--- src/sv/char_lcd_write_sequencer_core_macros.svh ---
// Assertion macros shared by the sequencer modules.
`ifndef CHAR_LCD_WRITE_SEQUENCER_CORE_MACROS_SVH
`define CHAR_LCD_WRITE_SEQUENCER_CORE_MACROS_SVH

// Condition must hold at every clock edge outside reset.
`define LCDWS_ASSERT(label, expr, msg) \
   label: assert property (@(posedge clock) disable iff (reset) (expr)) \
      else $error(msg);

// Consequent must hold in the cycle after the antecedent.
`define LCDWS_ASSERT_NEXT(label, ante, cons, msg) \
   label: assert property (@(posedge clock) disable iff (reset) (ante) |=> (cons)) \
      else $error(msg);

`endif

--- src/sv/lcdws_pkg.sv ---
// Shared types, codes and constants of the character LCD write sequencer.
`default_nettype none
package lcdws_pkg;

   localparam int DEF_LINE_WIDTH = 16;
   localparam int DEF_TIMER_BITS = 16;

   localparam int CSR_INDEX_BITS = 3;
   localparam int CSR_DATA_BITS  = 16;

   localparam int QUEUE_DEPTH = 2;
   localparam int QPTR_BITS   = (QUEUE_DEPTH > 1) ? $clog2(QUEUE_DEPTH) : 1;
   localparam int QCNT_BITS   = $clog2(QUEUE_DEPTH + 1);

   localparam logic [6:0] MAX_SHIFTS = 7'd127;

   // LCD controller command bytes
   localparam logic [7:0] CMD_FUNCTION_SET = 8'h38;
   localparam logic [7:0] CMD_ENTRY_MODE   = 8'h06;
   localparam logic [7:0] CMD_DISPLAY_ON   = 8'h0D;
   localparam logic [7:0] CMD_CLEAR        = 8'h01;
   localparam logic [7:0] CMD_HOME         = 8'h02;
   localparam logic [7:0] CMD_CURSOR_RIGHT = 8'h14;

   localparam logic [2:0] INIT_STEPS      = 3'd5;
   localparam logic [2:0] INIT_LAST_STEP  = 3'd4;
   localparam logic [2:0] INIT_CMD_WRITES = 3'd3;

   localparam logic [7:0] INIT_BYTES [5] = '{
      CMD_FUNCTION_SET, CMD_ENTRY_MODE, CMD_DISPLAY_ON, CMD_CLEAR, CMD_HOME
   };

   typedef enum logic [2:0] {
      OP_NONE  = 3'd0,
      OP_INIT  = 3'd1,
      OP_CHAR  = 3'd2,
      OP_RAW   = 3'd3,
      OP_CLEAR = 3'd4,
      OP_HOME  = 3'd5,
      OP_POS   = 3'd6
   } op_type;

   typedef enum logic [CSR_INDEX_BITS-1:0] {
      CSR_PULSE      = 3'd0,
      CSR_SHORT_WAIT = 3'd1,
      CSR_CMD_WAIT   = 3'd2,
      CSR_CHAR_WAIT  = 3'd3,
      CSR_CLEAR_WAIT = 3'd4,
      CSR_POWER_WAIT = 3'd5
   } csr_index_type;

   typedef enum logic [3:0] {
      PH_IDLE  = 4'b0001,
      PH_POWER = 4'b0010,
      PH_PULSE = 4'b0100,
      PH_WAIT  = 4'b1000
   } phase_type;

   typedef struct packed {
      logic [7:0]  pulse_ticks;
      logic [9:0]  short_wait_ticks;
      logic [9:0]  cmd_wait_ticks;
      logic [9:0]  char_wait_ticks;
      logic [15:0] clear_wait_ticks;
      logic [15:0] power_wait_ticks;
   } cfg_type;

   typedef struct packed {
      logic       is_request;
      op_type     op;
      logic [7:0] byte_value;
      logic [6:0] shifts;
   } item_type;

   typedef struct packed {
      logic       ok;
      logic       select;
      logic [7:0] data;
   } write_type;

   // Bus write for a given operation and sequence step.
   function automatic write_type write_for(input op_type op, input logic [2:0] step,
                                           input logic [7:0] raw);
      write_type w;
      w.ok     = 1'b1;
      w.select = 1'b0;
      w.data   = 8'h00;
      unique case (op)
         OP_INIT:  w.data = INIT_BYTES[(step < INIT_STEPS) ? step : INIT_LAST_STEP];
         OP_CHAR:  begin
            w.data   = raw;
            w.select = 1'b1;
         end
         OP_RAW:   w.data = raw;
         OP_CLEAR: w.data = CMD_CLEAR;
         OP_HOME:  w.data = CMD_HOME;
         OP_POS:   w.data = (step == 3'd0) ? CMD_HOME : CMD_CURSOR_RIGHT;
         default:  w.ok = 1'b0;
      endcase
      return w;
   endfunction

   // Enable-low time that follows a write.
   function automatic logic [15:0] wait_for(input op_type op, input logic [2:0] step,
                                            input cfg_type cfg);
      logic [15:0] t;
      unique case (op)
         OP_INIT: t = (step < INIT_CMD_WRITES) ? {6'd0, cfg.cmd_wait_ticks}
                                               : cfg.clear_wait_ticks;
         OP_CHAR: t = {6'd0, cfg.char_wait_ticks};
         OP_RAW:  t = {6'd0, cfg.short_wait_ticks};
         OP_POS:  t = (step == 3'd0) ? cfg.clear_wait_ticks : {6'd0, cfg.cmd_wait_ticks};
         default: t = cfg.clear_wait_ticks;
      endcase
      return t;
   endfunction

endpackage
`default_nettype wire

--- src/sv/lcdws_front.sv ---
// Front end: takes request words and classifies them for the queue.
`default_nettype none
module lcdws_front #(
   parameter int LINE_WIDTH = lcdws_pkg::DEF_LINE_WIDTH
) (
   input  wire logic               req_valid,
   output logic                    req_ready,
   input  wire logic [2:0]         req_cmd,
   input  wire logic [7:0]         req_byte_value,
   input  wire logic               req_row,
   input  wire logic [5:0]         req_col,
   input  wire logic               push_ready,
   output logic                    push_valid,
   output lcdws_pkg::item_type     push_item
);

   logic [7:0] shift_sum;

   assign req_ready  = push_ready;
   assign push_valid = req_valid;

   // cursor target = row * width + col, saturated to the 7-bit shift counter
   assign shift_sum = (req_row ? 8'(LINE_WIDTH) : 8'd0) + {2'b00, req_col};

   always_comb begin
      push_item.is_request = 1'b0;
      push_item.op         = lcdws_pkg::OP_NONE;
      push_item.byte_value = req_byte_value;
      push_item.shifts     = 7'd0;
      unique case (req_cmd) inside
         lcdws_pkg::OP_INIT, lcdws_pkg::OP_CHAR, lcdws_pkg::OP_RAW,
         lcdws_pkg::OP_CLEAR, lcdws_pkg::OP_HOME, lcdws_pkg::OP_POS: begin
            push_item.is_request = 1'b1;
            push_item.op         = lcdws_pkg::op_type'(req_cmd);
         end
         default: push_item.op = lcdws_pkg::OP_NONE;
      endcase
      if (push_item.op == lcdws_pkg::OP_POS) begin
         push_item.shifts = (shift_sum > {1'b0, lcdws_pkg::MAX_SHIFTS}) ?
                            lcdws_pkg::MAX_SHIFTS : shift_sum[6:0];
      end
   end

endmodule
`default_nettype wire

--- src/sv/lcdws_queue.sv ---
// Short FIFO of classified words between the front end and the engine.
`default_nettype none
module lcdws_queue (
   input  wire logic                clock,
   input  wire logic                reset,
   input  wire logic                push_valid,
   input  wire lcdws_pkg::item_type push_item,
   output logic                     push_ready,
   output logic                     pop_valid,
   output lcdws_pkg::item_type      pop_item,
   input  wire logic                pop_en
);
`include "char_lcd_write_sequencer_core_macros.svh"

   localparam logic [lcdws_pkg::QCNT_BITS-1:0] DEPTH_CNT =
      lcdws_pkg::QCNT_BITS'(lcdws_pkg::QUEUE_DEPTH);
   localparam logic [lcdws_pkg::QPTR_BITS-1:0] LAST_PTR =
      lcdws_pkg::QPTR_BITS'(lcdws_pkg::QUEUE_DEPTH - 1);

   lcdws_pkg::item_type                 entry_ff [lcdws_pkg::QUEUE_DEPTH];
   logic [lcdws_pkg::QPTR_BITS-1:0]     wr_ptr_ff, wr_ptr_in;
   logic [lcdws_pkg::QPTR_BITS-1:0]     rd_ptr_ff, rd_ptr_in;
   logic [lcdws_pkg::QCNT_BITS-1:0]     count_ff, count_in;
   logic                                push_en;

   assign push_ready = (count_ff != DEPTH_CNT);
   assign pop_valid  = (count_ff != '0);
   assign pop_item   = entry_ff[rd_ptr_ff];
   assign push_en    = push_valid && push_ready;

   always_comb begin
      wr_ptr_in = wr_ptr_ff;
      rd_ptr_in = rd_ptr_ff;
      count_in  = count_ff;
      if (push_en) wr_ptr_in = (wr_ptr_ff == LAST_PTR) ? '0 : wr_ptr_ff + 1'b1;
      if (pop_en)  rd_ptr_in = (rd_ptr_ff == LAST_PTR) ? '0 : rd_ptr_ff + 1'b1;
      if (push_en && !pop_en)      count_in = count_ff + 1'b1;
      else if (pop_en && !push_en) count_in = count_ff - 1'b1;
   end

   always_ff @(posedge clock) begin
      if (reset) begin
         wr_ptr_ff <= '0;
         rd_ptr_ff <= '0;
         count_ff  <= '0;
      end else begin
         wr_ptr_ff <= wr_ptr_in;
         rd_ptr_ff <= rd_ptr_in;
         count_ff  <= count_in;
      end
   end

   always_ff @(posedge clock) begin
      if (push_en) entry_ff[wr_ptr_ff] <= push_item;
   end

   `LCDWS_ASSERT(a_queue_count_range, count_ff <= DEPTH_CNT, "queue count over depth")
   `LCDWS_ASSERT(a_queue_no_underflow, !pop_en || (count_ff != '0), "pop from empty queue")
   `LCDWS_ASSERT_NEXT(a_queue_push_nonempty, push_en, count_ff != '0, "push lost")

endmodule
`default_nettype wire

--- src/sv/lcdws_engine.sv ---
// Back end: bus write sequencer state machine and registered result stage.
`default_nettype none
module lcdws_engine #(
   parameter int TIMER_BITS = lcdws_pkg::DEF_TIMER_BITS
) (
   input  wire logic                clock,
   input  wire logic                reset,
   input  wire lcdws_pkg::cfg_type  cfg,
   input  wire logic                q_valid,
   input  wire lcdws_pkg::item_type q_item,
   output logic                     q_pop,
   output logic                     rsp_valid,
   input  wire logic                rsp_ready,
   output logic                     rsp_reg_select,
   output logic                     rsp_read_write,
   output logic                     rsp_enable,
   output logic [7:0]               rsp_bus_byte,
   output logic                     rsp_busy_res,
   output logic                     rsp_rejected
);
`include "char_lcd_write_sequencer_core_macros.svh"

   localparam logic [24:0] TIMER_MAX = 25'((1 << TIMER_BITS) - 1);

   // loaded duration: zero reads as one unless allowed, saturates to timer range
   function automatic logic [TIMER_BITS-1:0] load_time(input logic [15:0] v,
                                                       input logic allow_zero);
      logic [24:0] ext;
      ext = {9'd0, v};
      if (!allow_zero && (v == 16'd0)) ext = 25'd1;
      if (ext > TIMER_MAX) ext = TIMER_MAX;
      return ext[TIMER_BITS-1:0];
   endfunction

   lcdws_pkg::phase_type    phase_ff, phase_in, ph_a;
   logic [TIMER_BITS-1:0]   timer_ff, timer_in, tmr_a, tmr_dec;
   logic [2:0]              step_ff, step_in, step_a, step_nx;
   lcdws_pkg::op_type       op_ff, op_in, op_a;
   logic [6:0]              shifts_ff, shifts_in, sh_a, sh_nx;
   logic [7:0]              raw_ff, raw_in, raw_a;
   logic [7:0]              hbyte_ff, hbyte_in, hb_a;
   logic                    hsel_ff, hsel_in, hs_a;
   logic                    rej;
   lcdws_pkg::write_type    wr_a, wr_b;

   logic       rsp_valid_ff;
   logic       rsp_select_ff, rsp_enable_ff, rsp_busy_ff, rsp_rejected_ff;
   logic [7:0] rsp_byte_ff;

   assign q_pop = q_valid && (!rsp_valid_ff || rsp_ready);

   // request side of the tick
   always_comb begin
      ph_a  = phase_ff;
      tmr_a = timer_ff;
      step_a = step_ff;
      op_a  = op_ff;
      raw_a = raw_ff;
      sh_a  = shifts_ff;
      hb_a  = hbyte_ff;
      hs_a  = hsel_ff;
      rej   = 1'b0;
      wr_a  = lcdws_pkg::write_for(q_item.op, 3'd0, q_item.byte_value);
      if (q_item.is_request && (phase_ff != lcdws_pkg::PH_IDLE)) begin
         rej = 1'b1;
      end else if (q_item.is_request) begin
         op_a   = q_item.op;
         step_a = 3'd0;
         raw_a  = q_item.byte_value;
         sh_a   = q_item.shifts;
         if ((q_item.op == lcdws_pkg::OP_INIT) && (cfg.power_wait_ticks != 16'd0)) begin
            ph_a  = lcdws_pkg::PH_POWER;
            tmr_a = load_time(cfg.power_wait_ticks, 1'b1);
         end else if (wr_a.ok) begin
            hb_a  = wr_a.data;
            hs_a  = wr_a.select;
            ph_a  = lcdws_pkg::PH_PULSE;
            tmr_a = load_time({8'd0, cfg.pulse_ticks}, 1'b0);
         end else begin
            ph_a = lcdws_pkg::PH_IDLE;
         end
      end
   end

   // timer side of the tick
   always_comb begin
      tmr_dec = (tmr_a != '0) ? tmr_a - 1'b1 : '0;
      step_nx = step_a;
      sh_nx   = sh_a;
      if (op_a == lcdws_pkg::OP_INIT) begin
         step_nx = step_a + 3'd1;
      end else if (op_a == lcdws_pkg::OP_POS) begin
         if (step_a == 3'd0)        step_nx = 3'd1;
         else if (sh_a != 7'd0)     sh_nx   = sh_a - 7'd1;
      end
      wr_b = lcdws_pkg::write_for(op_a, (ph_a == lcdws_pkg::PH_WAIT) ? step_nx : step_a,
                                  raw_a);

      phase_in  = ph_a;
      timer_in  = tmr_a;
      step_in   = step_a;
      op_in     = op_a;
      raw_in    = raw_a;
      shifts_in = sh_a;
      hbyte_in  = hb_a;
      hsel_in   = hs_a;
      if (ph_a != lcdws_pkg::PH_IDLE) begin
         timer_in = tmr_dec;
         if (tmr_dec == '0) begin
            unique case (ph_a)
               lcdws_pkg::PH_POWER: begin
                  if (wr_b.ok) begin
                     hbyte_in = wr_b.data;
                     hsel_in  = wr_b.select;
                     phase_in = lcdws_pkg::PH_PULSE;
                     timer_in = load_time({8'd0, cfg.pulse_ticks}, 1'b0);
                  end else begin
                     phase_in = lcdws_pkg::PH_IDLE;
                  end
               end
               lcdws_pkg::PH_PULSE: begin
                  phase_in = lcdws_pkg::PH_WAIT;
                  timer_in = load_time(lcdws_pkg::wait_for(op_a, step_a, cfg), 1'b0);
               end
               lcdws_pkg::PH_WAIT: begin
                  phase_in = lcdws_pkg::PH_IDLE;
                  if (op_a == lcdws_pkg::OP_INIT || op_a == lcdws_pkg::OP_POS) begin
                     step_in   = step_nx;
                     shifts_in = sh_nx;
                  end
                  if (((op_a == lcdws_pkg::OP_INIT) && (step_nx < lcdws_pkg::INIT_STEPS)) ||
                      ((op_a == lcdws_pkg::OP_POS) && (sh_nx != 7'd0))) begin
                     hbyte_in = wr_b.data;
                     hsel_in  = wr_b.select;
                     phase_in = lcdws_pkg::PH_PULSE;
                     timer_in = load_time({8'd0, cfg.pulse_ticks}, 1'b0);
                  end
               end
               default: phase_in = ph_a;
            endcase
         end
      end
   end

   always_ff @(posedge clock) begin
      if (reset) begin
         phase_ff  <= lcdws_pkg::PH_IDLE;
         timer_ff  <= '0;
         step_ff   <= 3'd0;
         op_ff     <= lcdws_pkg::OP_NONE;
         shifts_ff <= 7'd0;
         raw_ff    <= 8'd0;
         hbyte_ff  <= 8'd0;
         hsel_ff   <= 1'b0;
      end else if (q_pop) begin
         phase_ff  <= phase_in;
         timer_ff  <= timer_in;
         step_ff   <= step_in;
         op_ff     <= op_in;
         shifts_ff <= shifts_in;
         raw_ff    <= raw_in;
         hbyte_ff  <= hbyte_in;
         hsel_ff   <= hsel_in;
      end
   end

   always_ff @(posedge clock) begin
      if (reset) begin
         rsp_valid_ff <= 1'b0;
      end else if (q_pop) begin
         rsp_valid_ff <= 1'b1;
      end else if (rsp_ready) begin
         rsp_valid_ff <= 1'b0;
      end
   end

   always_ff @(posedge clock) begin
      if (q_pop) begin
         rsp_select_ff   <= hs_a;
         rsp_byte_ff     <= hb_a;
         rsp_enable_ff   <= (ph_a == lcdws_pkg::PH_PULSE);
         rsp_busy_ff     <= (ph_a != lcdws_pkg::PH_IDLE);
         rsp_rejected_ff <= rej;
      end
   end

   assign rsp_valid      = rsp_valid_ff;
   assign rsp_reg_select = rsp_select_ff;
   assign rsp_read_write = 1'b0;
   assign rsp_enable     = rsp_enable_ff;
   assign rsp_bus_byte   = rsp_byte_ff;
   assign rsp_busy_res   = rsp_busy_ff;
   assign rsp_rejected   = rsp_rejected_ff;

   `LCDWS_ASSERT(a_eng_enable_busy, !(rsp_valid_ff && rsp_enable_ff) || rsp_busy_ff, "enable while not busy")
   `LCDWS_ASSERT(a_eng_reject_busy, !(rsp_valid_ff && rsp_rejected_ff) || rsp_busy_ff, "reject while idle")
   `LCDWS_ASSERT(a_eng_shifts_pos, (shifts_ff == 7'd0) || (op_ff == lcdws_pkg::OP_POS), "shifts outside position")

endmodule
`default_nettype wire

--- src/sv/char_lcd_write_sequencer_core.sv ---
// Top level of the character LCD write sequencer: config registers and datapath.
//
//   channel  | ports                                   | direction
//   ---------+-----------------------------------------+----------
//   req      | req_valid/ready, cmd, byte_value, row, col | in, one word per 1 us tick
//   rsp      | rsp_valid/ready, pin levels, busy, rejected | out, one word per tick
//   csr      | csr_write_en, csr_index, csr_wdata       | in, write only, no wait
//
// Each request word yields exactly one response word, in order.
// Throughput: one word per clock unless rsp stalls; a word reaches rsp_valid
// through the queue and the output register. The engine state machine updates
// once per word, so the per-tick sequencer step sets the clock period (one timer
// decrement plus write selection). A two-word queue decouples the front end from
// the engine; rsp stalls back up through the queue to req_ready. Reset is synchronous.
`default_nettype none
module char_lcd_write_sequencer_core #(
   parameter int LINE_WIDTH = lcdws_pkg::DEF_LINE_WIDTH,
   parameter int TIMER_BITS = lcdws_pkg::DEF_TIMER_BITS
) (
   input  wire logic                                clock,
   input  wire logic                                reset,
   input  wire logic                                req_valid,
   output logic                                     req_ready,
   input  wire logic [2:0]                          req_cmd,
   input  wire logic [7:0]                          req_byte_value,
   input  wire logic                                req_row,
   input  wire logic [5:0]                          req_col,
   output logic                                     rsp_valid,
   input  wire logic                                rsp_ready,
   output logic                                     rsp_reg_select,
   output logic                                     rsp_read_write,
   output logic                                     rsp_enable,
   output logic [7:0]                               rsp_bus_byte,
   output logic                                     rsp_busy_res,
   output logic                                     rsp_rejected,
   input  wire logic                                csr_write_en,
   input  wire logic [lcdws_pkg::CSR_INDEX_BITS-1:0] csr_index,
   input  wire logic [lcdws_pkg::CSR_DATA_BITS-1:0]  csr_wdata
);

   // config registers, reset to the LCD's datasheet-ish defaults
   lcdws_pkg::cfg_type  cfg_ff, cfg_in;

   // front -> queue
   logic                push_valid, push_ready;
   lcdws_pkg::item_type push_item;

   // queue -> engine
   logic                q_valid, q_pop;
   lcdws_pkg::item_type q_item;

   // Register writes are masked to each register's width; unknown index is ignored.
   always_comb begin
      cfg_in = cfg_ff;
      if (csr_write_en) begin
         unique case (csr_index)
            lcdws_pkg::CSR_PULSE:      cfg_in.pulse_ticks      = csr_wdata[7:0];
            lcdws_pkg::CSR_SHORT_WAIT: cfg_in.short_wait_ticks = csr_wdata[9:0];
            lcdws_pkg::CSR_CMD_WAIT:   cfg_in.cmd_wait_ticks   = csr_wdata[9:0];
            lcdws_pkg::CSR_CHAR_WAIT:  cfg_in.char_wait_ticks  = csr_wdata[9:0];
            lcdws_pkg::CSR_CLEAR_WAIT: cfg_in.clear_wait_ticks = csr_wdata;
            lcdws_pkg::CSR_POWER_WAIT: cfg_in.power_wait_ticks = csr_wdata;
            default:                   cfg_in = cfg_ff;
         endcase
      end
   end

   always_ff @(posedge clock) begin
      if (reset) begin
         cfg_ff.pulse_ticks      <= 8'd1;
         cfg_ff.short_wait_ticks <= 10'd1;
         cfg_ff.cmd_wait_ticks   <= 10'd38;
         cfg_ff.char_wait_ticks  <= 10'd75;
         cfg_ff.clear_wait_ticks <= 16'd15201;
         cfg_ff.power_wait_ticks <= 16'd5000;
      end else begin
         cfg_ff <= cfg_in;
      end
   end

   // decode the request and compute the cursor shift count
   lcdws_front #(
      .LINE_WIDTH (LINE_WIDTH)
   ) u_front (
      .req_valid      (req_valid),
      .req_ready      (req_ready),
      .req_cmd        (req_cmd),
      .req_byte_value (req_byte_value),
      .req_row        (req_row),
      .req_col        (req_col),
      .push_ready     (push_ready),
      .push_valid     (push_valid),
      .push_item      (push_item)
   );

   lcdws_queue u_queue (
      .clock      (clock),
      .reset      (reset),
      .push_valid (push_valid),
      .push_item  (push_item),
      .push_ready (push_ready),
      .pop_valid  (q_valid),
      .pop_item   (q_item),
      .pop_en     (q_pop)
   );

   // one sequencer step per word, result held in the output register
   lcdws_engine #(
      .TIMER_BITS (TIMER_BITS)
   ) u_engine (
      .clock          (clock),
      .reset          (reset),
      .cfg            (cfg_ff),
      .q_valid        (q_valid),
      .q_item         (q_item),
      .q_pop          (q_pop),
      .rsp_valid      (rsp_valid),
      .rsp_ready      (rsp_ready),
      .rsp_reg_select (rsp_reg_select),
      .rsp_read_write (rsp_read_write),
      .rsp_enable     (rsp_enable),
      .rsp_bus_byte   (rsp_bus_byte),
      .rsp_busy_res   (rsp_busy_res),
      .rsp_rejected   (rsp_rejected)
   );

endmodule
`default_nettype wire
--- config.mk ---
export PLATFORM = sky130hd
export DESIGN_NAME = char_lcd_write_sequencer_core
export DESIGN_NICKNAME = d
export VERILOG_FILES = /design/src/sv/lcdws_pkg.sv /design/src/sv/lcdws_front.sv /design/src/sv/lcdws_queue.sv /design/src/sv/lcdws_engine.sv /design/src/sv/char_lcd_write_sequencer_core.sv
export VERILOG_INCLUDE_DIRS = /design/src /design/src/sv
export SDC_FILE = /design/constraint.sdc
export NUM_CORES = 1
export LEC_CHECK = 0
export BUFFER_PORTS_ARGS = -buffer_cell sky130_fd_sc_hd__buf_2
export CORE_ASPECT_RATIO = 2
export CORE_MARGIN = 5
export CORE_UTILIZATION = 50
export CTS_BUF_LIST = sky130_fd_sc_hd__clkbuf_4
export DETAILED_ROUTE_END_ITERATION = 12
export PLACE_DENSITY = 0.7
export SLEW_MARGIN = 40
export SYNTH_ARGS = -nofsm -noshare
export SYNTH_HDL_FRONTEND = slang
export SYNTH_SLANG_ARGS = --single-unit
--- constraint.sdc ---
create_clock -name clock -period 4 [get_ports clock]
set_clock_uncertainty 0.1 [all_clocks]
set_input_delay 0.2 -clock clock [delete_from_list [all_inputs] [get_ports clock]]
set_output_delay 0.2 -clock clock [all_outputs]
set_load 0.005 [all_outputs]
==> flow_metrics.py, run 1 <==
metrics = {
    "logic_synthesis": {
        "synth_area_um2": 9740,
        "ys_warn_count": 0,
        "syn_area_per_cell_um2": 8.44,
        "seq_area_frac_synth": 0.413,
        "async_flop_share": 0,
        "ys_seq_elements": 176,
        "synth_cell_types": 96,
        "synth-main-ff-cell": "dfxtp_1",
        "synth_edf_count": 50,
        "postSynthCellCount": 1154,
        "syn_nets": 1206,
    },
    "drt": {
        "routed_via_density": 6.06,
        "wl_per_cell_um": 20.7,
        "ant_nets": 0,
        "drt_iter0_drc": 690,
        "drc": 0,
        "totalWireLength_um": 34700,
        "first_pass_iters": 5,
        "via_count": 10153,
    },
    "status": {
        "status": "finished with violations",
        "failed_checks": "setup timing",
    },
    "critical_path": {
        "r2r_end": "u_engine.shifts_ff[0]",
        "worstPathCellList": "buf_4 -> mux2i_1 -> buf_4 -> o311ai_4 -> nor2_2 -> buf_6 -> buf_4 -> o221ai_4 -> o211ai_4 -> nor4_4 -> buf_4 -> buf_4 -> a211oi_2 -> o211ai_1 -> a211oi_4 -> buf_6 -> buf_6 -> and3_4 -> o31a_1",
        "critPathSlowestCell": "o311ai_4",
        "worstPathMaxFanout": 10,
        "cpMostUsedCell": "buf_4",
        "worst_setup_path_start_kind": "flip-flop",
        "r2r_setup_slack_ns": -0.13,
        "crit_path_end_kind": "flip-flop",
        "critical_path_required_ns": 4.43,
        "cp.arrival_ns": 4.56,
        "critPathMaxStageDelay_ns": 0.47,
        "reg2regPathDepth": 19,
        "critPathKind": "flip-flop to flip-flop",
    },
    "hold_path": {
        "holdPathStages": 2,
        "hp-class": "primary input to flip-flop",
        "hp-start": "req_byte_value[6]",
        "holdPathEnd": "u_queue.entry_ff[0][13]",
    },
    "finish": {
        "seq_area_um2": 4030,
        "nNetsFinal": 1455,
        "mostFrequentLayoutCell": "nand2_1",
        "fill_cells": 1714,
        "multiInputGateArea_um2": 5540,
        "final_cell_mix": "nand2_1, buf_4, dfxtp_1",
        "syn2layout_area_growth_pct": 28.7,
        "final_cells": 1676,
        "drive_above_1_share": 0.258,
    },
    "global_route": {
        "grt_usage": 0.311,
        "grt_max_degree": 46,
        "grt_pass1_vias": 10484,
        "gr-total-overflow": 0,
        "antenna_found_initial": 1,
        "grt_pass1_wl_um": 53600,
    },
    "timing": {
        "worst_slew_pin_slew_ns": 0.694,
        "period_share": 1.03,
        "fmax_ghz": 0.242,
        "setup_violations": 24,
        "max_slew_margin": 0.538,
        "final_hold_viol_count": 0,
        "rsz0062_at_grt": "true",
        "min_period_ns": 4.13,
        "holdWs_ns": 0.181,
        "timing.final.ws_setup_ns": -0.133,
        "drv_slew": 0,
    },
    "die": {
        "core_um2": 19300,
        "dieArea_um2": 22500,
        "rows": 72,
        "start_util": 0.505,
        "die_y_um": 207,
        "die_w_um": 109,
        "ios": 57,
    },
    "power_and_ir_drop": {
        "powerDensity_nw_per_um2": 833,
        "p_leak_nw": 4.98,
        "finalPower_mw": 10.4,
        "irDropWorstVdd_mv": 0.385,
    },
    "placed_design": {
        "place_ws_ns": -0.186,
        "gp_congestion": 1.03,
        "numPortBuffers": 55,
        "place_inst": 1566,
        "place_hpwl_um": 25800,
    },
    "clock_tree": {
        "clockRootBuffer": "clkbuf_4",
        "clockBufferDepth": 2,
        "clk_latency_ns": 0.64,
        "path_clk_slew_ns": 0.15,
        "h-tree-depth": 4,
        "cts_tree": "done",
        "cts-buffers-inserted": 17,
        "cts.sinks": 176,
    },
    "run": {
        "max_cap_violations": 0,
    },
}
==> layer usage <==
layer | track usage | vias up | routed length, um
met5 | 0 | - | 0
met4 | 0.270 | 0 | 3480
met3 | 0.0532 | 206 | 1320
met2 | 0.575 | 402 | 18900
met1 | 0.275 | 4772 | 10900
li1 | - | 4773 | -
==> cell type report <==
class,count,area share
Antenna cell,1,0.000200
Clock buffer,18,0.0108
Clock inverter,14,0.00849
Inverter,20,0.00599
Multi-Input combinational cell,887,0.442
Sequential cell,176,0.321
Tap cell,259,0.0259
Timing Repair Buffer,301,0.185
==> registers in the layout (all words and copies together), names as in the netlist, 3 cells and up, named ones only <==
| signal | cells |
|---|---|
| u_queue.entry_ff | 38 |
| u_engine.op_ff | 3 |
| u_engine.shifts_ff | 7 |
| u_engine.raw_ff | 8 |
| u_engine.rsp_bus_byte | 8 |
| u_engine.hbyte_ff | 8 |
| u_engine.phase_ff | 4 |
| u_engine.timer_ff | 16 |
| u_engine.step_ff | 3 |
| cfg_ff | 70 |
==> stage by stage <==
stage / TNS [ns] / area, um2 / utilization
after floorplan: -0.0206 / 9780 / -
after global routing: -6.54 / 12500 / 0.650
final: -1.02 / 12500 / 0.650
after detailed placement: -3.40 / 11400 / 0.590
after CTS: -0.331 / 12300 / 0.639
after global placement: -2.42 / 11400 / 0.589
==> cell usage after synthesis (all sizes together) (10+ instances only) <==
cell type  instances  area (um2)
edfxtp            50        1500
nand4             19         119
and2              16         100
mux2              11         131
mux2i             28         280
nor3              42         221
a211oi            26         215
a221o             10         100
dfxtp            126        2520
a21o              11        82.6
o21ai             45         229
o22ai             13        81.3
a21oi             91         459
nor2              99         377
nand2            213         800
clkbuf            51         195
and3              15        93.8
inv               19        71.3
or3               10        67.6
a31oi             16         100
o211ai            20         169
buf               21         136
a22o              19         166
ha                10         125
nand3             44         220
==> power by group <==
group,switching (mW),internal [mW]
clock network,0.673,0.262
registers,0.238,2.24
logic,3.96,3.07
==> timing repair <==
action,CTS,global route
pin swaps,19,7
setup endpoints to repair,37,39
hold buffers,47,0
gates cloned,1,1
endpoints found under the hold margin,119,0
gates resized for setup,28,22
setup buffers,15,13
==> worst max path at each step <==
stage,startpoint,cells after the start,slack [ns],to
finish,flip-flop,19,-0.13,u_engine.shifts_ff[0]
global route,flip-flop,17,-0.26,u_engine.timer_ff[15]
CTS,u_queue.entry_ff[1][17],15,-0.06,u_engine.shifts_ff[0]
detailed placement,flip-flop,14,-0.19,u_engine.timer_ff[14]
global placement,flip-flop,14,-0.14,u_engine.timer_ff[14]
floorplan,flip-flop,16,-0.02,u_engine.hbyte_ff[5]
==> kinds of logic after synthesis <==
family | count (synthesis) | synth area share
adders and majority gates | 10 | 0.0128
and+or+nand+nor | 502 | 0.243
muxes | 39 | 0.0423
buffers and inverters | 92 | 0.0418
AOI/OAI and AO/OA | 325 | 0.238
other | 1 | 0.000385
DFF | 176 | 0.413
xor gates and xnor gates | 9 | 0.00809
==> worst max-delay path: cells and delay by family (launching register included) <==
| family | cells | cell delay (ns) |
|---|---|---|
| simple gates | 3 | 0.56 |
| buf+inv | 8 | 1.26 |
| compound gates | 7 | 1.59 |
| flops | 1 | 0.41 |
| mux | 1 | 0.11 |
(Power assumes the default switching activity.)
==> inputs of run 2 (changes only) <==
--- a/config.mk
+++ b/config.mk
@@ -7,7 +7,6 @@
 export NUM_CORES = 1
 export LEC_CHECK = 0
 export BUFFER_PORTS_ARGS = -buffer_cell sky130_fd_sc_hd__buf_2
-export CORE_ASPECT_RATIO = 2
 export CORE_MARGIN = 5
 export CORE_UTILIZATION = 50
 export CTS_BUF_LIST = sky130_fd_sc_hd__clkbuf_4
==> constraint.sdc (replaced) <==
create_clock -name clock -period 3.8 [get_ports clock]
set_clock_uncertainty 0.1 [all_clocks]
set_input_delay 0.19 -clock clock [delete_from_list [all_inputs] [get_ports clock]]
set_output_delay 0.19 -clock clock [all_outputs]
set_load 0.005 [all_outputs]
==> flow_metrics.py, run 2 (synthesis results as in run 1) <==
metrics = {
    "status": {
        "status": "finished with violations",
        "failed_checks": "setup timing",
    },
    "clock_tree": {
        "path_clk_slew_ns": 0.15,
        "h-tree-depth": 4,
        "cts_tree": "done",
        "cts.sinks": 176,
        "clk_latency_ns": 0.59,
        "cts-buffers-inserted": 17,
        "clockBufferDepth": 2,
        "clockRootBuffer": "clkbuf_4",
    },
    "global_route": {
        "grt_usage": 0.282,
        "grt_util_met3": 0.0536,
        "gr-total-overflow": 0,
        "grtUsageMet1": 0.408,
        "antenna_found_initial": 1,
        "grt_max_degree": 85,
        "top_usage_layer": "met2",
        "grt_pass1_wl_um": 50200,
        "grt_pass1_vias": 9486,
        "use_met2": 0.432,
    },
    "finish": {
        "finalInstanceArea_um2": 13100,
        "final_cell_mix": "nand2_1, buf_4, dfxtp_1",
        "top_register": "cfg_ff",
        "largest_reg_flops": 70,
        "nNetsFinal": 1483,
        "drive_above_1_share": 0.286,
        "syn2layout_area_growth_pct": 34.3,
        "reg_top3": "cfg_ff (70), u_queue.entry_ff (38), u_engine.timer_ff (16)",
        "mostFrequentLayoutCell": "nand2_1",
    },
    "placed_design": {
        "numPortBuffers": 55,
        "place_ws_ns": -0.327,
        "gp_congestion": 0.955,
        "placedInstanceArea_um2": 11700,
        "place_hpwl_um": 22600,
    },
    "critical_path": {
        "r2r_setup_slack_ns": -0.38,
        "worst_setup_path_start_kind": "flip-flop",
        "critPathSlowestCell": "or4b_4",
        "critPathMaxStageDelay_ns": 0.58,
        "cp.arrival_ns": 4.60,
        "critPathKind": "flip-flop to flip-flop",
        "worstPathMaxFanout": 7,
        "crit_path_end_kind": "flip-flop",
        "worstPathCellList": "or4b_4 -> a211oi_4 -> o21ai_4 -> buf_4 -> a221oi_4 -> o211ai_4 -> o41a_1 -> a31oi_2 -> nand4_1 -> a211oi_4 -> buf_6 -> or4b_1 -> a31oi_1",
        "cpMostUsedCell": "a211oi_4",
        "critical_path_required_ns": 4.21,
    },
    "timing": {
        "drv_slew": 0,
        "final_hold_viol_count": 0,
        "fmax_ghz": 0.239,
        "period_share": 1.10,
        "timing.final.ws_setup_ns": -0.383,
        "max_slew_margin": 0.502,
        "worst_slew_pin_slew_ns": 0.747,
        "setup_violations": 39,
        "min_period_ns": 4.18,
        "rsz0062_at_grt": "true",
        "holdWs_ns": 0.111,
        "setup_tns_ns": -11.24,
    },
    "drt": {
        "routed_via_density": 6.01,
        "ant_nets": 0,
        "via_count": 10264,
        "drt_iter0_drc": 1267,
        "drc": 0,
        "first_pass_iters": 9,
        "wl_per_cell_um": 18.6,
        "totalWireLength_um": 31800,
    },
    "hold_path": {
        "hp-class": "primary input to flip-flop",
    },
    "die": {
        "die_w_um": 150,
        "die_y_um": 150,
        "dieArea_um2": 22400,
        "ios": 57,
        "start_util": 0.504,
        "core_um2": 19300,
        "rows": 51,
    },
    "power_and_ir_drop": {
        "powerDensity_nw_per_um2": 887,
        "p_leak_nw": 5.21,
        "irDropWorstVdd_mv": 0.469,
    },
    "run": {
        "max_cap_violations": 0,
    },
}
==> run 2: changes by cell type in the layout (fill, tap and decap cells not counted), moves of 4 or more <==
cell,previous run,this run
buf_4,186,206
buf_6,9,18
a31oi_1,15,11
dlygate4sd3_1,47,43
==> run 2: worst max-delay path, delay by kind of cell, from the launching register on <==
family          cells  cell delay, ns
compound gates      8            2.00
simple gates        3            1.21
flops               1            0.47
buf+inv             2            0.34
==> run 2: what timing repair did <==
action,in CTS,in global routing
pin swaps,32,24
hold endpoints to repair,116,0
endpoints found under the setup margin,39,39
gates resized for setup,48,26
gates cloned,2,1
buffers inserted,21,13
hold buffers,43,0
==> run 2: final timing paths <==
| check | from | to | depth (start not counted) |
|---|---|---|---|
| max | u_queue.entry_ff[0][17] | u_engine.step_ff[2] | 13 |
| min | req_row | u_queue.entry_ff[0][6] | 4 |
| max reg2reg | u_queue.entry_ff[0][17] | u_engine.step_ff[2] | 13 |
| min reg2reg | cfg_ff[39] | cfg_ff[39] | 2 |
==> run 2: cell type report <==
| type | count | area (um2) |
|---|---|---|
| diodes | 1 | 2.50 |
| clock buffers | 17 | 128 |
| clock inverters | 14 | 200 |
| fillers | 1579 | 6260 |
| inverters | 20 | 75.1 |
| multi-input cells | 886 | 5700 |
| flip-flops and latches | 176 | 4030 |
| well taps | 265 | 332 |
| repair buffers | 330 | 2610 |
==> run 2: stage by stage <==
step,total power [mW],util,instances
detailed placement,9.36,0.605,1599
floorplan,6.56,-,1154
finish,11.6,0.676,1709
global placement,9.25,0.605,1599
global route,12.2,0.676,1709
CTS,11.1,0.664,1695
==> run 2: per-layer routing <==
| metal | part of all wire | vias up | routed length [um] |
|---|---|---|---|
| met4 | 0.023 | 0 | 743 |
| li1 | - | 4823 | - |
| met5 | 0 | - | 0 |
| met2 | 0.44 | 499 | 14100 |
| met1 | 0.45 | 4871 | 14200 |
| met3 | 0.089 | 71 | 2820 |
==> run 2: power by group <==
group	internal [mW]	switching, mW	total, mW
clock network	0.480	0.738	1.22
logic	3.54	4.24	7.78
registers	2.36	0.247	2.60
total	6.38	5.22	11.6
==> inputs of run 3 (changes only) <==
--- a/config.mk
+++ b/config.mk
@@ -10,8 +10,10 @@
 export CORE_MARGIN = 5
 export CORE_UTILIZATION = 50
 export CTS_BUF_LIST = sky130_fd_sc_hd__clkbuf_4
+export CTS_CLUSTER_SIZE = 28
 export DETAILED_ROUTE_END_ITERATION = 12
 export PLACE_DENSITY = 0.7
+export REMOVE_ABC_BUFFERS = 1
 export SLEW_MARGIN = 40
 export SYNTH_ARGS = -nofsm -noshare
 export SYNTH_HDL_FRONTEND = slang
==> flow_metrics.py, run 3 (synthesis results as in run 1) <==
metrics = {
    "status": {
        "status": "finished with violations",
        "failed_checks": "setup timing",
    },
    "placed_design": {
        "numPortBuffers": 55,
        "gp_congestion": 0.996,
        "place_hpwl_um": 22800,
        "placedInstanceArea_um2": 11500,
        "place_inst": 1601,
    },
    "global_route": {
        "grt_usage": 0.286,
        "grt_max_degree": 49,
        "grt_pass1_vias": 9676,
        "grt_pass1_wl_um": 51200,
        "gr-total-overflow": 0,
        "antenna_found_initial": 1,
    },
    "critical_path": {
        "critPathSlowestCell": "or4b_4",
        "crit_path_end_kind": "flip-flop",
        "critical_path_required_ns": 4.22,
        "worstPathCellList": "or4b_4 -> a211oi_4 -> o21ai_4 -> buf_6 -> o221ai_4 -> o211ai_4 -> nor4_4 -> buf_4 -> a21o_1 -> nand4_1 -> a211oi_4 -> buf_6 -> or4b_1 -> a31oi_1",
        "worstPathMaxFanout": 5,
        "critPathKind": "flip-flop to flip-flop",
        "cp.arrival_ns": 4.58,
        "critPathMaxStageDelay_ns": 0.56,
        "worst_setup_path_start_kind": "flip-flop",
    },
    "finish": {
        "top_register": "cfg_ff",
        "largest_reg_flops": 70,
        "nNetsFinal": 1487,
        "mostFrequentLayoutCell": "buf_4",
        "syn2layout_area_growth_pct": 32.4,
        "final_cell_mix": "buf_4, nand2_1, dfxtp_1",
        "finalInstanceArea_um2": 12900,
        "reg_top3": "cfg_ff (70), u_queue.entry_ff (38), u_engine.timer_ff (16)",
        "final_cells": 1716,
        "drive_above_1_share": 0.280,
    },
    "clock_tree": {
        "clk_latency_ns": 0.60,
        "cts.sinks": 176,
        "cts_tree": "done",
        "h-tree-depth": 4,
        "path_clk_slew_ns": 0.18,
        "clockRootBuffer": "clkbuf_4",
        "clockBufferDepth": 2,
        "cts-buffers-inserted": 17,
    },
    "power_and_ir_drop": {
        "p_int_mw": 6.18,
        "powerDensity_nw_per_um2": 880,
        "switching_share": 0.455,
        "switchingPower_mw": 5.16,
        "irDropWorstVdd_mv": 0.516,
        "p_seq_frac": 0.230,
        "power.share.combinational": 0.666,
        "p_leak_nw": 5.18,
        "p_clk_frac": 0.104,
    },
    "drt": {
        "ant_nets": 0,
        "wl_met1_um": 13800,
        "routed_via_density": 5.90,
        "drc": 0,
        "totalWireLength_um": 32000,
        "highest_layer": "met4",
        "dr_wl_met3_um": 2270,
        "wl_per_cell_um": 18.7,
        "met2_length_um": 15300,
        "via_count": 10124,
        "drt_iter0_drc": 1031,
        "first_pass_iters": 8,
    },
    "timing": {
        "timing.final.ws_setup_ns": -0.364,
        "rsz0062_at_grt": "true",
        "period_share": 1.10,
        "worst_slew_pin_slew_ns": 0.828,
        "final_hold_viol_count": 0,
        "min_period_ns": 4.16,
        "setup_violations": 39,
        "fmax_ghz": 0.240,
        "drv_slew": 0,
        "max_slew_margin": 0.444,
    },
    "hold_path": {
        "hp-class": "primary input to flip-flop",
    },
    "die": {
        "die_y_um": 150,
        "core_um2": 19300,
        "start_util": 0.504,
        "rows": 51,
        "die_w_um": 150,
        "ios": 57,
        "dieArea_um2": 22400,
    },
    "run": {
        "max_cap_violations": 0,
    },
}
## run 3: final cells by class
type / count / area (um2)
Antenna cell: 3 / 7.51
Clock buffer: 17 / 128
Clock inverter: 15 / 190
Fill cell: 1608 / 6440
Inverter: 20 / 75.1
Multi-Input combinational cell: 887 / 5580
Sequential cell: 176 / 4030
Tap cell: 265 / 332
Timing Repair Buffer: 333 / 2560
## run 3: timing repair
action / 4_1_cts / 5_1_grt
resized for setup: 50 / 28
setup endpoints to repair: 39 / 39
setup buffers: 42 / 6
hold buffers: 42 / 0
endpoints found under the hold margin: 118 / 0
pin swaps: 30 / 26
gates cloned: 1 / 1
## run 3: power by group through the flow
stage          logic [mW]  clock network (mW)  registers (mW)
2_1_floorplan        3.43                   0            2.64
3_3_place_gp         6.47                   0            2.62
3_5_place_dp         6.52                   0            2.63
4_1_cts              7.12                1.19            2.59
5_1_grt              8.10                1.29            2.65
6_report             7.56                1.18            2.61
## run 3: layer usage
metal	vias up	GRT usage
met5	-	0
met4	0	0.0805
met3	59	0.0451
met2	415	0.469
met1	4813	0.394
li1	4837	-
## run 3: critical path, delay by kind of cell, from the launching register on
family,cells,cell delay (ns)
buffers and inverters,3,0.49
AOI/OAI and AO/OA,7,1.39
and+or+nand+nor,4,1.58
DFF,1,0.53
## run 3: stage by stage
| step | TNS [ns] | worst slack [ns] | hold slack (ns) | power, mW | util |
|---|---|---|---|---|---|
| 3_3_place_gp | -8.53 | -0.329 | 0.277 | 9.09 | 0.596 |
| 5_1_grt | -15.07 | -0.514 | 0.0467 | 12.0 | 0.667 |
| 4_1_cts | -8.84 | -0.307 | 0.0236 | 10.9 | 0.660 |
| 6_report | -9.84 | -0.364 | 0.0623 | 11.3 | 0.667 |
| 3_5_place_dp | -13.03 | -0.454 | 0.281 | 9.15 | 0.597 |
| 2_1_floorplan | -79.21 | -2.43 | 0.159 | 6.07 | - |
## run 3: worst paths after layout
check | slack, ns | startpoint | depth (start not counted) | end
setup reg to reg | -0.36 | u_queue.entry_ff[0][17] | 14 | u_engine.step_ff[2]
setup / recovery | -0.36 | u_queue.entry_ff[0][17] | 14 | u_engine.step_ff[2]
hold reg to reg | 0.37 | cfg_ff[18] | 2 | cfg_ff[18]
hold / removal | 0.06 | req_row | 4 | u_queue.entry_ff[0][5]
